$ cat config.mk
export PLATFORM = sky130hd
export DESIGN_NAME = epia_div
export DESIGN_NICKNAME = d
export VERILOG_FILES = /design/src/design/epia_pkg.sv /design/src/design/epia_div.sv
export SDC_FILE = /design/constraint.sdc
export NUM_CORES = 1
export LEC_CHECK = 0
export BUFFER_PORTS_ARGS = -buffer_cell sky130_fd_sc_hd__clkbuf_2
export CORE_MARGIN = 1
export CORE_UTILIZATION = 31
export CTS_CLUSTER_SIZE = 24
export DETAILED_ROUTE_END_ITERATION = 16
export SLEW_MARGIN = 15
export SYNTH_ARGS = -nofsm -noshare
export SYNTH_HDL_FRONTEND = slang
export SYNTH_SLANG_ARGS = --single-unit
$ cat constraint.sdc
create_clock -name clk -period 5.4 [get_ports clk]
set_clock_uncertainty 0.05 [all_clocks]
set_input_delay 0 -clock clk [delete_from_list [all_inputs] [get_ports clk]]
set_output_delay 0 -clock clk [all_outputs]
set_load 0.005 [all_outputs]
$ cat src/design/epia_pkg.sv
`timescale 1ns / 1ps
// Shared constants, codes and state type for the event polarity image accumulator.
// No dependencies.
package epia_pkg;

  localparam int PIX_INDEX_BITS = 16;
  localparam int COUNT_BITS     = 16;
  localparam int GREY_BITS      = 8;
  localparam int MAX_PIX_DEPTH  = 65536;

  localparam int DEF_IMAGE_WIDTH  = 256;
  localparam int DEF_IMAGE_HEIGHT = 256;
  localparam int DEF_SUM_BITS     = 24;

  localparam logic [GREY_BITS-1:0] GREY_ZERO    = 8'd0;
  localparam logic [GREY_BITS-1:0] GREY_NEUTRAL = 8'd127;
  localparam logic [GREY_BITS-1:0] GREY_FULL    = 8'd255;

  localparam logic FUNC_ACC  = 1'b0;
  localparam logic FUNC_READ = 1'b1;
  localparam logic POL_ON    = 1'b0;
  localparam logic POL_OFF   = 1'b1;

  typedef enum logic [2:0] {
    S_CLEAR,
    S_IDLE,
    S_LOOKUP,
    S_DIV,
    S_DONE
  } epia_state_t;

endpackage

$ cat src/design/epia_div.sv
`timescale 1ns / 1ps
// Restoring divider for the ratio grey level: floor(on*255/total), one quotient bit a cycle.
// Depends on epia_pkg.
module epia_div #(
  parameter int SUM_BITS = epia_pkg::DEF_SUM_BITS
) (
  input  logic                          clk,
  input  logic                          rst,
  input  logic                          start,
  input  logic [SUM_BITS-1:0]           on_sum,
  input  logic [SUM_BITS:0]             total,
  output logic                          done,
  output logic [epia_pkg::GREY_BITS-1:0] quotient
);
  import epia_pkg::*;

  localparam int NUM_BITS  = SUM_BITS + GREY_BITS;
  localparam int STEP_BITS = $clog2(GREY_BITS);

  logic [NUM_BITS-1:0]  rem;
  logic [SUM_BITS:0]    den;
  logic [STEP_BITS-1:0] step;
  logic                 busy;
  logic [NUM_BITS-1:0]  trial;

  assign trial = NUM_BITS'(den) << step;

  always_ff @(posedge clk) begin
    if (rst) begin
      busy <= 1'b0;
      done <= 1'b0;
    end else begin
      done <= 1'b0;
      if (start) begin
        busy <= 1'b1;
      end else if (busy && step == '0) begin
        busy <= 1'b0;
        done <= 1'b1;
      end
    end
  end

  always_ff @(posedge clk) begin
    if (start) begin
      rem      <= {on_sum, {GREY_BITS{1'b0}}} - NUM_BITS'(on_sum);
      den      <= total;
      step     <= STEP_BITS'(GREY_BITS - 1);
      quotient <= '0;
    end else if (busy) begin
      if (rem >= trial) begin
        rem            <= rem - trial;
        quotient[step] <= 1'b1;
      end
      step <= step - 1'b1;
    end
  end

endmodule

-- After elaboration in Yosys (flattened, before gate mapping)
Cells that the tools add are included.
- register bits: 70
- input bits: 52
- output and inout port bits: 9
- word-level logic and storage cells: 31
- add/sub/neg operators: 3
- order comparisons: 3
- shift-type cells: 1
- muxes and demuxes: 8
- bitwise logic cells: 1
- reductions and logical operators: 9
- operator list (operator ; count):
    two-way mux 32 bit ; 3
    greater-or-equal comparator 32 bit ; 1
    left shift 25 x 3 -> 32 bit ; 1
    subtractor 32 x 24 -> 32 bit ; 1
    subtractor 32 bit ; 1
    bitwise OR 8 bit ; 1
    nonzero test 2 bit ; 3
    < comparator 3 x 4 -> 1 bit (second input constant) ; 1
    two-way mux 1 bit ; 4
    AND reduction 2 bit ; 2
    demux 1 bit (select 3 bit) ; 1
    greater-or-equal comparator 3 x 1 -> 1 bit (second input constant) ; 1
    logical NOT 3 bit ; 1
    subtractor 3 x 1 -> 3 bit (second input constant) ; 1
    logical AND 1 bit ; 2
    OR reduction 2 bit ; 1

-- Depth between registers and ports, before layout
Gate-level depths: netlist of run 1.
- depth in word-level cells: 5
- depth in mapped cells: 15
- gate-level depth less buffers: 14

-- Least setup slack after synthesis of run 1
OpenSTA, ideal clock, no wires.
- kind: register to register
- from: register step[0]
- to: register rem[0] (enable)
- setup time: 479 ps
- data arrival time: 3787 ps
- data required time: 4871 ps
- path slack: 1084 ps
- stages on the path, launching flop included: 15
- path buffers: 2
- clock period less this slack: 4316 ps
- cell sequence: dfxtp_1 -> buf_1 -> clkbuf_1 -> nand3_1 -> o21ai_0 -> nand2_1 -> ha_1 -> a21o_1 -> a21oi_1 -> o21ai_1 -> a221oi_1 -> o221ai_1 -> o211a_1 -> o21ai_0 -> nand2_1
- cells in the longest elaborated chain, start to end: 4
- ends and longest elaborated chain (element ; RTL line ; source):
    from (decl) ; epia_div.sv:22 ; logic [STEP_BITS-1:0] step;
    from (signal assigned) ; epia_div.sv:47 ; step <= STEP_BITS'(GREY_BITS - 1);
    from (signal assigned) ; epia_div.sv:54 ; step <= step - 1'b1;
    left shift 25 x 3 -> 32 bit ; epia_div.sv:26 ; assign trial = NUM_BITS'(den) << step;
    greater-or-equal comparator 32 bit ; epia_div.sv:50 ; if (rem >= trial) begin
    nonzero test 2 bit (no source line) ; - ;
    AND reduction 2 bit (no source line) ; - ;
    to (signal assigned) ; epia_div.sv:45 ; rem <= {on_sum, {GREY_BITS{1'b0}}} - NUM_BITS'(on_sum);
    to (signal assigned) ; epia_div.sv:51 ; rem <= rem - trial;
    to (decl) ; epia_div.sv:20 ; logic [NUM_BITS-1:0] rem;
No other way between the ends.
A chain may end at the register's enable or synchronous reset.

-- Worst setup path in the final report of run 1
- from: register step[2]
- to: register rem[26], data pin
- cells in the longest elaborated chain, start to end: 5
- ends and longest elaborated chain (element ; RTL line ; source):
    left shift 25 x 3 -> 32 bit ; epia_div.sv:26 ;
    subtractor 32 bit ; epia_div.sv:51 ;
    two-way mux 32 bit ; epia_div.sv:50 ;
    two-way mux 32 bit ; epia_div.sv:49 ; end else if (busy) begin
    two-way mux 32 bit ; epia_div.sv:44 ; if (start) begin
No other way between the ends. The select of a mux whose other input is x is not followed.

==> out/summary.md, run 1 <==
Startpoint of the worst hold path: on_sum[16]. The CTS root buffer was sky130_fd_sc_hd__clkbuf_16. Origin of the critical flop-to-flop path: step[2]. The clock transition at the register clock pins on the worst setup and hold paths after CTS came out at 0.06 ns.

Yosys attributes the largest share of cell area to sky130_fd_sc_hd__edfxtp_1, sky130_fd_sc_hd__ha_1, sky130_fd_sc_hd__mux4_2. The post-layout net count was 864; the delay of the slowest cell on the worst path was 0.96 ns. The signal arrival time at the worst endpoint came out at 4.61 ns. Chip width: 145 um.

Via total after detailed routing: 5565. Along the worst hold path, the cell count comes to 3. The number of max-slew violations in the final report was 0; the setup TNS was 0 ns. Along the worst path, the maximum fanout reaches 25. The cell type contributing the most total cell area after synthesis was sky130_fd_sc_hd__edfxtp_1.

The die is 145 um tall. The maximum number of pins on one net before global-route repair was 48. In the routed design, unresolved DRC markers number 0.

Global routing consumed, over all layers together, 17.2% of the routing resources. The run gives 0.0197 sq mm as the core area. The logs give 0 for the initial antenna violation count and 67 for the unique cell type count in the Yosys netlist.

The worst setup path startpoint is step[2]. For this run, the leading register cell type out of synthesis is sky130_fd_sc_hd__edfxtp_1. In this run the number of H-tree levels came out at 3. Number of cell instances on the worst register-to-register path: 10.

The tools report the total CTS buffers as 9. The number of instances in the synthesized netlist came out at 684. Summed over all layers, the routed wires come to 17300 um. 0 antenna diodes ended up in the layout.

The number of buffers inserted by port buffering was 60. In this run the post-CTS setup repair buffer count came out at 0. Walking the worst path, the cells encountered are inv_2 > mux2i_1 > ha_1 > and3_1 > a221oi_1 > o31ai_1 > a211oi_1 > a211oi_1 > a2111oi_0 > a211oi_1. Broken down by cell family, the worst path's largest delay share belongs to compound AO/OA/AOI/OAI gates. The average instance area after synthesis was 9.23 sq um. Synthesized flop and latch total: 70.

The endpoint identified for the worst register-to-register timing path is rem[26]. The HPWL after detailed placement is 13400 um. The area of the mapped netlist was 0.00632 sq mm. 61 I/O pins were placed. Reg2reg setup slack: 0.90 ns. For the finished layout, the period the worst path requires is 4.50 ns.

The run finished with clean final reports. The detailed router finished its first iteration with 388 violations. For the total count of hold-check failures in the final report, the log shows 0.

The worst setup path is launched from a flop. Area after detailed placement: 0.00689 sq mm. At the worst endpoint, the required time is 5.51 ns. The number of nets in the synthesized netlist is 788. The count of nets left with antenna violations once routing finished came out at 0.

The worst setup path is captured at a flop. Final hold analysis gives a worst-case slack of 0.0472 ns. The final core area utilization is 38.1%. Summed over all layers, the global routing overflow is 0. The most numerous cell type found on the critical path is sky130_fd_sc_hd__a211oi_1. The die covers 0.0209 sq mm. The count of flip-flops with a built-in enable after synthesis is 57. The area growth from synthesis to layout is 18.9%. TritonCTS built the clock tree. Of the synthesized area, sequential elements account for 31.2%.

For the worst-skew pair, the clock arrives at the later sink with an insertion delay of 0.34 ns. The run gives 51 as the number of cell rows. Setup repair after global routing left no endpoint under its margin. In the final routed layout, each cell accounts on average for 16.8 um. For this run, asynchronously set or reset flops after synthesis account for 0%. The hold-critical path endpoint is rem[24].

Fill cells in the final layout number 1981. The overall power was 3020 uW. Measured against its own limit, the worst slew margin works out to 34.2%. Across the run, the number of max-cap violations was 0.

The power per cell area is 403 mW/mm^2, and the worst path buffer plus inverter count is 1. The Yosys step of the flow raised 0 warnings. The path class of the tightest hold or removal check is in -> reg. The first-pass GRT wire length was 27600 um; the ratio of final minimum period to clock period was 83.3%. The routability-driven placement congestion ratio was 0.872; the share of layout cells above drive strength 1 was 14.5%. The logs give 5 for the count of TritonRoute iterations in the first routing pass and 222 MHz for the maximum clock frequency. The logs give 0.00751 sq mm for the final cell area excluding filler cells and 70 for the total number of clock tree sinks. For the final-report setup violation count, the log shows 0. The share of the synthesized area in the top cell type was 27.1%; the number of vias per cell was 5.40.

The clock passes through at most 2 buffers. The number of global-route vias before repair was 5293; the initial core utilization was 32.0%. At the pin with the least slew margin, the transition time is 0.986 ns. The tools report the total leakage power as 0.00312 uW. The slowest library cell on the worst path is sky130_fd_sc_hd__dfxtp_1. The worst setup path is of the reg -> reg kind.

Across the VDD grid, the largest voltage drop is 0.163 mV.
## flip-flops by register name, summed over array words and instances, names as in the netlist
signal	cells
rem	32
done	1
step	3
den	25
busy	1
quotient	8
## routing by layer
metal	wire, um	global-route usage (%)	part of all wire, %	up-vias
met5	0	0	0	-
met4	280	4.54	1.6	0
met3	740	3.39	4.3	22
met2	8520	29.0	49	147
met1	7780	22.2	45	2653
li1	-	-	-	2743
## layout make-up
class                   count  area (sq um)  share of cell area, %
repair buffers             91           598                   7.96
inverters                  40           150                   2.00
flip-flops and latches     70          1970                   26.3
clock inverters             1          8.76                  0.117
well taps                 265           332                   4.42
multi-input cells         548          4100                   54.5
clock buffers              15           353                   4.70
## cells in the final DEF (no fill, tap or decap), types with 15 or more instances in the layout
master,count
sky130_fd_sc_hd__nand2_1,70
sky130_fd_sc_hd__clkbuf_2,59
sky130_fd_sc_hd__edfxtp_1,57
sky130_fd_sc_hd__a21oi_1,55
sky130_fd_sc_hd__ha_1,51
sky130_fd_sc_hd__nor2_1,41
sky130_fd_sc_hd__inv_1,37
sky130_fd_sc_hd__xnor2_1,33
sky130_fd_sc_hd__mux2i_1,32
sky130_fd_sc_hd__o21ai_0,30
sky130_fd_sc_hd__dlygate4sd3_1,26
sky130_fd_sc_hd__a21o_1,24
sky130_fd_sc_hd__mux4_2,16
sky130_fd_sc_hd__nand3_1,15
sky130_fd_sc_hd__nor3_1,15
## worst reg2reg max path, stage by stage, from the launching register on
cell,delay [ns]
sky130_fd_sc_hd__dfxtp_1,0.96
sky130_fd_sc_hd__inv_2,0.43
sky130_fd_sc_hd__mux2i_1,0.22
sky130_fd_sc_hd__ha_1,0.38
sky130_fd_sc_hd__and3_1,0.25
sky130_fd_sc_hd__a221oi_1,0.16
sky130_fd_sc_hd__o31ai_1,0.47
sky130_fd_sc_hd__a211oi_1,0.10
sky130_fd_sc_hd__a211oi_1,0.77
sky130_fd_sc_hd__a2111oi_0,0.24
sky130_fd_sc_hd__a211oi_1,0.29
## cell families after synthesis
kind of cell / synth area share [%]
AO/OA/AOI/OAI: 22.5
AND/OR/NAND/NOR: 14.1
flip-flops: 31.2
buffers and inverters: 3.92
adder cells (fa/ha/maj): 10.4
multiplexers: 11.3
XOR/XNOR: 6.52
## power by group
group	switching, uW	internal (uW)
sequential	62.6	747
clock	238	449
combinational	892	634
## metrics by stage
stage	setup slack, ns	cells
after floorplan	1.08	684
after detailed placement	0.977	988
final	0.901	1030
after global placement	1.08	988
after global routing	0.542	1030
after CTS	0.955	1030
## worst max path at each step
stage	cells after the start	endpoint
2_1_floorplan	14	rem[0]
4_1_cts	11	rem[30]
5_1_grt	10	rem[26]
3_5_place_dp	11	rem[30]
3_3_place_gp	11	rem[30]
6_report	10	rem[26]
## synthesized netlist by cell type, types with 16 or more instances
master / number
sky130_fd_sc_hd__mux2i_1: 32
sky130_fd_sc_hd__clkbuf_1: 19
sky130_fd_sc_hd__a21oi_1: 55
sky130_fd_sc_hd__nor2_1: 41
sky130_fd_sc_hd__nand2_1: 70
sky130_fd_sc_hd__o21ai_0: 30
sky130_fd_sc_hd__ha_1: 51
sky130_fd_sc_hd__a21o_1: 24
sky130_fd_sc_hd__xnor2_1: 33
sky130_fd_sc_hd__mux4_2: 16
sky130_fd_sc_hd__inv_1: 37
sky130_fd_sc_hd__edfxtp_1: 57
## timing repair
action,4_1_cts,5_1_grt
hold buffers,26,0
endpoints found under the hold margin,27,0
gates resized for setup,0,0
Note: power is estimated with default switching activity, not from simulation.
==> run 2: changes to the inputs <==
Clock period 5.4 ns to 4.5 ns, I/O delays scaled along.
==> run 2 against run 1 <==
  * Critical path depth rose by 2
  * Flip-flop and latch count did not move
  * Global-route usage fell by 0.17 points
  * Register-to-register slack got worse by 0.52 ns
  * First-iteration DRC count fell by 21%
  * Count of clock-buffer cells in the layout fell by 4
  * Routed wire length fell by 1.1%
  * Largest cell class unchanged
  * Largest power group unchanged
==> out/summary.md, run 2 (synthesis results as in run 1) <==
Signal arrival time at the worst endpoint: 4.25 ns (-0.36 ns). The total count of hold-check failures in the final report was 0 (unchanged). The run gives 3640 uW (+21%) as the overall power. The overall global routing resource usage came out at 17.0% (-0.17 points). The tools report the maximum number of pins on one net before global-route repair as 44 (-8.3%).

The share of layout cells above drive strength 1 was 14.6% (+0.093 points); the final-report setup violation count was 0 (unchanged). The number of remaining DRC errors is 0 (unchanged), and the core area is 0.0197 sq mm (unchanged). Number of stages on the worst hold path: 3 (unchanged). Flip-flop count of the largest register after layout: 32 (unchanged).

The run gives 305 (-21%) as the DRC violation total after the first TritonRoute iteration. The multi-input combinational cell area came out at 0.00410 sq mm (unchanged). The type of the setup path with the least slack is reg -> reg.

The final core area utilization was 38.2% (+0.14 points). The final cell area excluding filler cells came out at 0.00754 sq mm (+0.37%). Critical path's most frequent cell: sky130_fd_sc_hd__a21oi_1. The total CTS buffers came out at 9 (unchanged). The die area was 0.0209 sq mm (unchanged); the initial core utilization was 32.0% (unchanged). Setup fix buffers added after clock tree synthesis: 0 (unchanged).

Traced cell by cell, the critical path runs through buf_12 > mux4_2 > mux2i_1 > ha_1 > a21oi_1 > nand2_1 > a221o_1 > a21oi_1 > a211oi_2 > o41ai_1 > mux2_1 > a211oi_1. The actual transition at the worst max-transition pin works out to 0.780 ns (-0.206 ns). The number of top-level pins was 61 (unchanged).

Setup repair after global routing left no endpoint under its margin. The first-pass GRT wire length is 26900 um (-2.2%). Relative to the synthesized area, the layout overhead comes to 19.3%. The run gives 3 (unchanged) as the maximum level of the CTS H-tree. The top cell types in the final layout, fill and taps aside, are sky130_fd_sc_hd__nand2_1, sky130_fd_sc_hd__clkbuf_2, sky130_fd_sc_hd__edfxtp_1, sky130_fd_sc_hd__a21oi_1, sky130_fd_sc_hd__ha_1. The number of cell instances on the worst register-to-register path is 12 (+2). The number of buffers inserted by port buffering came out at 60 (unchanged). The capturing element type of the critical path is a flop.

The logs give 0.00197 sq mm (unchanged) for the total area of sequential cells and 0 (unchanged) for the max-capacitance violation count. The routed length per instance was 16.6 um (-1.2%); the routability-driven placement congestion ratio was 0.957 (+9.7%). The library cell used most frequently in the layout, excluding fill and tap cells, is sky130_fd_sc_hd__nand2_1.

The logs give 0 (unchanged) for the remaining global-route overflow and 51 (unchanged) for the number of cell rows. The remaining antenna violation count came out at 0 (unchanged). The post-layout net count is 866 (+0.23%), and the maximum fanout along the worst path is 22 (-12%). The clock tree buffer depth was 2 (unchanged); the number of global-route vias before repair was 5228 (-1.2%). The routing usage on met3 came out at 3.03% (-0.36 points). The post-cts resize count is 0 (unchanged), and the initial antenna violation count is 0 (unchanged). The sum of net half-perimeters after detailed placement is 13400 um (-0.33%), and the ratio of final minimum period to clock period is 91.5% (+8.2 points). Max-slew headroom at the worst pin: 47.7% (+14 points).

The highest-utilization routing layer at the global route stage is met2. Number of vias per cell: 5.35 (-0.91%). The chip width was 145 um (unchanged); the layout filler cell count was 1981 (unchanged).

The maximum clock frequency is 243 MHz (+9.3%). The largest vdd supply drop is 0.204 mV (+25%), and the total leakage power is 0.00313 uW (+0.28%). The routing usage on met2 is 28.6% (-0.40 points).

The power per cell area came out at 484 mW/mm^2 (+20%). TritonCTS built the clock tree. The data required time at the worst endpoint is 4.63 ns (-0.88 ns). The tools report the setup TNS as 0 ns (unchanged).

Largest register by flop count: rem. The delay of the slowest cell on the worst path was 0.57 ns (-0.39 ns). The final antenna diode count was 0 (unchanged). The count of TritonRoute iterations in the first routing pass came out at 5 (unchanged). The flow ran to the end, and the final reports show no timing, DRC or antenna violations.

The met1 usage was 21.7% (-0.45 points). For this design, the slowest cell found on the critical path is sky130_fd_sc_hd__dfxtp_1. The clock transition at the register clock pins on the worst setup and hold paths after CTS was 0.06 ns (about the same). The total number of clock tree sinks was 70 (unchanged). The number of max-slew violations in the final report is 0 (unchanged). The tools report the final routed wirelength across all metal layers as 17100 um (-1.1%). In this run the worst hold path is classified as in -> reg.

The via total after detailed routing was 5525 (-0.72%). The CTS root buffer was sky130_fd_sc_hd__clkbuf_16. Overall die height: 145 um (unchanged). The run gives 0.34 ns (about the same) as the clock latency of the later-clocked register in the worst-skew pair. The worst setup path is launched from a flop. The time the final worst path needs with I/O delays and setup works out to 4.12 ns (-0.382 ns). In the final layout, the registers with the most flip-flops are rem x32, den x25, quotient x8. For the area after detailed placement, the log shows 0.00693 sq mm (+0.58%).
## run 2: changes by cell type in the layout (fill, tap and decap cells not counted), sizes merged
cell      previous run  this run
clkbuf              74        70
bufinv               0         3
buf                  6         8
clkinvlp             0         1
## run 2: where the power goes
part / internal, uW / switching (uW) / total [uW]
clock network: 558 / 285 / 843
logic: 766 / 1060 / 1830
registers: 897 / 75.1 / 972
total: 2220 / 1420 / 3640
## run 2: final timing paths
path                     from     endpoint  slack, ns
setup / recovery      step[0]      rem[29]       0.38
hold / removal     on_sum[16]      rem[24]       0.05
setup reg to reg      step[0]      rem[29]       0.38
hold reg to reg   quotient[1]  quotient[1]       0.41
## run 2: layout make-up
type                            count  area share (%)
Multi-Input combinational cell    548            54.3
Sequential cell                    70            26.2
Timing Repair Buffer               93            8.47
Tap cell                          265            4.40
Clock buffer                       11            3.22
Inverter                           40            1.99
Clock inverter                      5            1.41
## run 2: worst max-delay path, delay by kind of cell, from the launching register on
family / cells / cell delay (ns)
fa+ha+maj: 1 / 0.31
compound gates: 6 / 1.61
mux: 3 / 1.07
flops: 1 / 0.57
simple gates: 1 / 0.09
buf+inv: 1 / 0.25
## run 2: layer usage
metal | share of wire (%) | vias to the layer above
met3 | 3.3 | 24
met5 | 0 | -
met1 | 46 | 2635
li1 | - | 2751
met4 | 2.5 | 0
met2 | 49 | 115
## run 2: timing repair
item,4_1_cts,5_1_grt
endpoints found under the setup margin,0,0
hold buffers,26,0
endpoints found under the hold margin,27,0
## run 2: stage by stage
| stage | setup slack (ns) | instances | hold slack (ns) |
|---|---|---|---|
| 2_1_floorplan | 0.184 | 684 | 0.0224 |
| 6_report | 0.384 | 1032 | 0.0464 |
| 5_1_grt | 0.0481 | 1032 | 0.0668 |
| 4_1_cts | 0.380 | 1032 | 0.0488 |
| 3_3_place_gp | 0.468 | 990 | 0.127 |
| 3_5_place_dp | 0.384 | 990 | 0.129 |
==> run 3: changes to the inputs <==
Settings changed: CORE_UTILIZATION 31 to 55, PLACE_DENSITY from default to 0.75.
==> run 3 against run 2 <==
  * Critical path depth shrank 1
  * Setup slack worse by 0.22 ns
  * Register-to-register slack got worse by 0.22 ns
  * Combinational power about the same
  * Final area fell by 3.2%
  * Clock power decreased by 23%
  * Flip-flop and latch count unchanged
  * Sequential power is essentially flat
  * Routed wire length shrank 3.9%
  * Sequential share of layout area grew 0.87 points
  * Total power is 4.9% lower
  * Largest cell class unchanged
  * Largest power group unchanged
==> out/summary.md, run 3 (synthesis results as in run 1) <==
Max-capacitance violation count: 0 (unchanged). The ratio of final minimum period to clock period came out at 96.4% (+4.9 points). The layout filler cell count was 935 (-53%). The run gives 16500 um (-3.9%) as the final routed wirelength across all metal layers. The total leakage power is 0.00310 uW (-1.1%). The maximum level of the CTS H-tree is 3 (unchanged). In the layout the commonest cells are sky130_fd_sc_hd__nand2_1, sky130_fd_sc_hd__clkbuf_2, sky130_fd_sc_hd__edfxtp_1, sky130_fd_sc_hd__a21oi_1, sky130_fd_sc_hd__ha_1.

Final-report setup violation count: 0 (unchanged). The remaining antenna violation count was 0 (unchanged). The number of vias per cell was 6.24 (+17%); the initial antenna violation count was 0 (unchanged). TritonCTS built the clock tree. The flip-flop count of the largest register after layout is 32 (unchanged). Maximum fanout along the worst path: 18 (-18%). For the routing usage on met3, the log shows 4.42% (+1.4 points). In this run the most used layer during global routing was met2. The logs give 867 (+0.12%) for the post-layout net count and 2 (unchanged) for the clock tree buffer depth.

In the final layout, the registers with the most flip-flops are rem x32, den x25, quotient x8. The met1 usage is 35.8% (+14 points). The tools report the clock latency of the later-clocked register in the worst-skew pair as 0.33 ns (about the same). The tools report the overall power as 3460 uW (-4.9%).

The worst setup path is launched from a flop. The actual transition at the worst max-transition pin is 0.941 ns (+0.162 ns). Type of the setup path with the least slack: reg -> reg. The number of cell rows was 38 (-25%). Routability-driven placement congestion ratio: 0.909 (-5.0%). The combinational fraction of design power is 53.2% (+3.0 points), and the overall global routing resource usage is 28.2% (+11 points).

The chip width is 109 um (-25%), and the final-layout worst hold slack is 0.0698 ns (+0.0235 ns). For the DRC violation total after the first TritonRoute iteration, the log shows 460 (+51%). The run gives 5668 (+2.6%) as the via total after detailed routing. The largest register by flop count is rem. The total number of clock tree sinks is 70 (unchanged). Routing usage on met2: 48.5% (+20 points). The tools report the maximum clock frequency as 231 MHz (-5.1%). The library cell used most frequently in the layout, excluding fill and tap cells, is sky130_fd_sc_hd__nand2_1. For the max-slew headroom at the worst pin, the log shows 36.9% (-11 points).

The tools report the first-pass GRT wire length as 25700 um (-4.6%). Total count of hold-check failures in the final report: 0 (unchanged). Setup repair after global routing left no endpoint under its margin. The number of buffers added to fix hold violations after cts was 26 (unchanged).

The tree is rooted in a sky130_fd_sc_hd__clkbuf_16. The fraction of power spent switching nets is 40.8% (+1.7 points), and the layout overhead on the synthesized area is 15.5%. The routed length per instance was 18.1 um (+9.2%); the die area was 0.0119 sq mm (-43%).

The worst min-delay path category was in -> reg. The time the final worst path needs with I/O delays and setup came out at 4.34 ns (+0.220 ns). The logs give 1410 uW (-0.82%) for the net switching component of the power and 0 (unchanged) for the setup fix buffers added after clock tree synthesis.

The share of layout cells above drive strength 1 is 14.5% (-0.15 points), and the number of global-route vias before repair is 5330 (+2.0%). The power per cell area is 475 mW/mm^2 (-1.8%). The tools report the signal arrival time at the worst endpoint as 4.44 ns (+0.19 ns). The logs give 0.0110 sq mm (-44%) for the core area and 0 ns (unchanged) for the setup TNS. The number of buffers inserted by port buffering came out at 60 (unchanged).

The count of TritonRoute iterations in the first routing pass was 5 (unchanged); the relative contribution of sequential cells to total power was 28.1% (+1.4 points). The run finished with clean final reports. Clock transition at the register clock pins on the worst setup and hold paths after CTS: 0.06 ns (about the same).

The logs give 61 (+39%) for the maximum number of pins on one net before global-route repair and 2050 uW (-7.6%) for the internal power consumption. The remaining global-route overflow is 0 (unchanged), and the number of top-level pins is 61 (unchanged). The tools report the share of power burned in the clock network as 18.7% (-4.4 points). Overall die height: 109 um (-25%). The capturing element type of the critical path was a flop. The run gives 9 (unchanged) as the total CTS buffers. Sum of net half-perimeters after detailed placement: 12400 um (-7.1%). The data required time at the worst endpoint was 4.60 ns (-0.03 ns); the final antenna diode count was 0 (unchanged). The number of max-slew violations in the final report is 0 (unchanged). Largest vdd supply drop: 0.357 mV (+75%).

The initial core utilization was 57.3% (+25 points). The post-cts resize count is 0 (unchanged), and the number of remaining DRC errors is 0 (unchanged).
run 3: final timing paths:
check	startpoint	depth (start not counted)	to	slack, ns
setup / recovery	step[1]	11	rem[26]	0.16
hold / removal	on_sum[0]	3	rem[0]	0.07
setup reg to reg	step[1]	11	rem[26]	0.16
hold reg to reg	quotient[5]	1	quotient[5]	0.41
run 3: power groups by stage:
stage          Clock, uW  Combinational (uW)  Sequential [uW]
2_1_floorplan          0                1400              947
3_3_place_gp           0                1750              985
3_5_place_dp           0                1790              985
4_1_cts              656                1820              975
5_1_grt              685                2020              985
6_report             646                1840              975
run 3: layout make-up:
cell class	count	area, sq um	area share, %
inverter	40	150	2.06
clock buffer	12	246	3.38
timing repair buffer	94	633	8.68
clock inverter	4	22.5	0.309
multi-input combinational	548	4100	56.1
sequential	70	1970	27.0
tap	140	175	2.40
run 3: per-layer routing:
layer / up-vias / share of wire, %
met5: - / 0
met1: 2703 / 44
met2: 174 / 49
met4: 0 / 2.6
met3: 33 / 4.2
li1: 2758 / -
run 3: metrics by stage:
stage | instance area [sq um] | std cells | setup slack [ns] | util, %
after floorplan | 6320 | 684 | 0.184 | -
after global placement | 6770 | 866 | 0.364 | 61.3
after detailed placement | 6770 | 866 | 0.281 | 61.3
after CTS | 7300 | 908 | 0.271 | 66.1
after global routing | 7300 | 908 | 0.0155 | 66.1
final | 7300 | 908 | 0.164 | 66.1
run 3: critical path, cell delays in order, from the launching register on:
cell and delay [ns]:
sky130_fd_sc_hd__dfxtp_1 0.78, sky130_fd_sc_hd__mux2i_1 0.20, sky130_fd_sc_hd__a21oi_1 0.27, sky130_fd_sc_hd__mux2i_1 0.14, sky130_fd_sc_hd__ha_1 0.39, sky130_fd_sc_hd__and3_1 0.25
sky130_fd_sc_hd__a221oi_1 0.17, sky130_fd_sc_hd__o31ai_1 0.43, sky130_fd_sc_hd__a211oi_1 0.11, sky130_fd_sc_hd__a211oi_1 0.80, sky130_fd_sc_hd__a2111oi_0 0.27, sky130_fd_sc_hd__a211oi_1 0.30
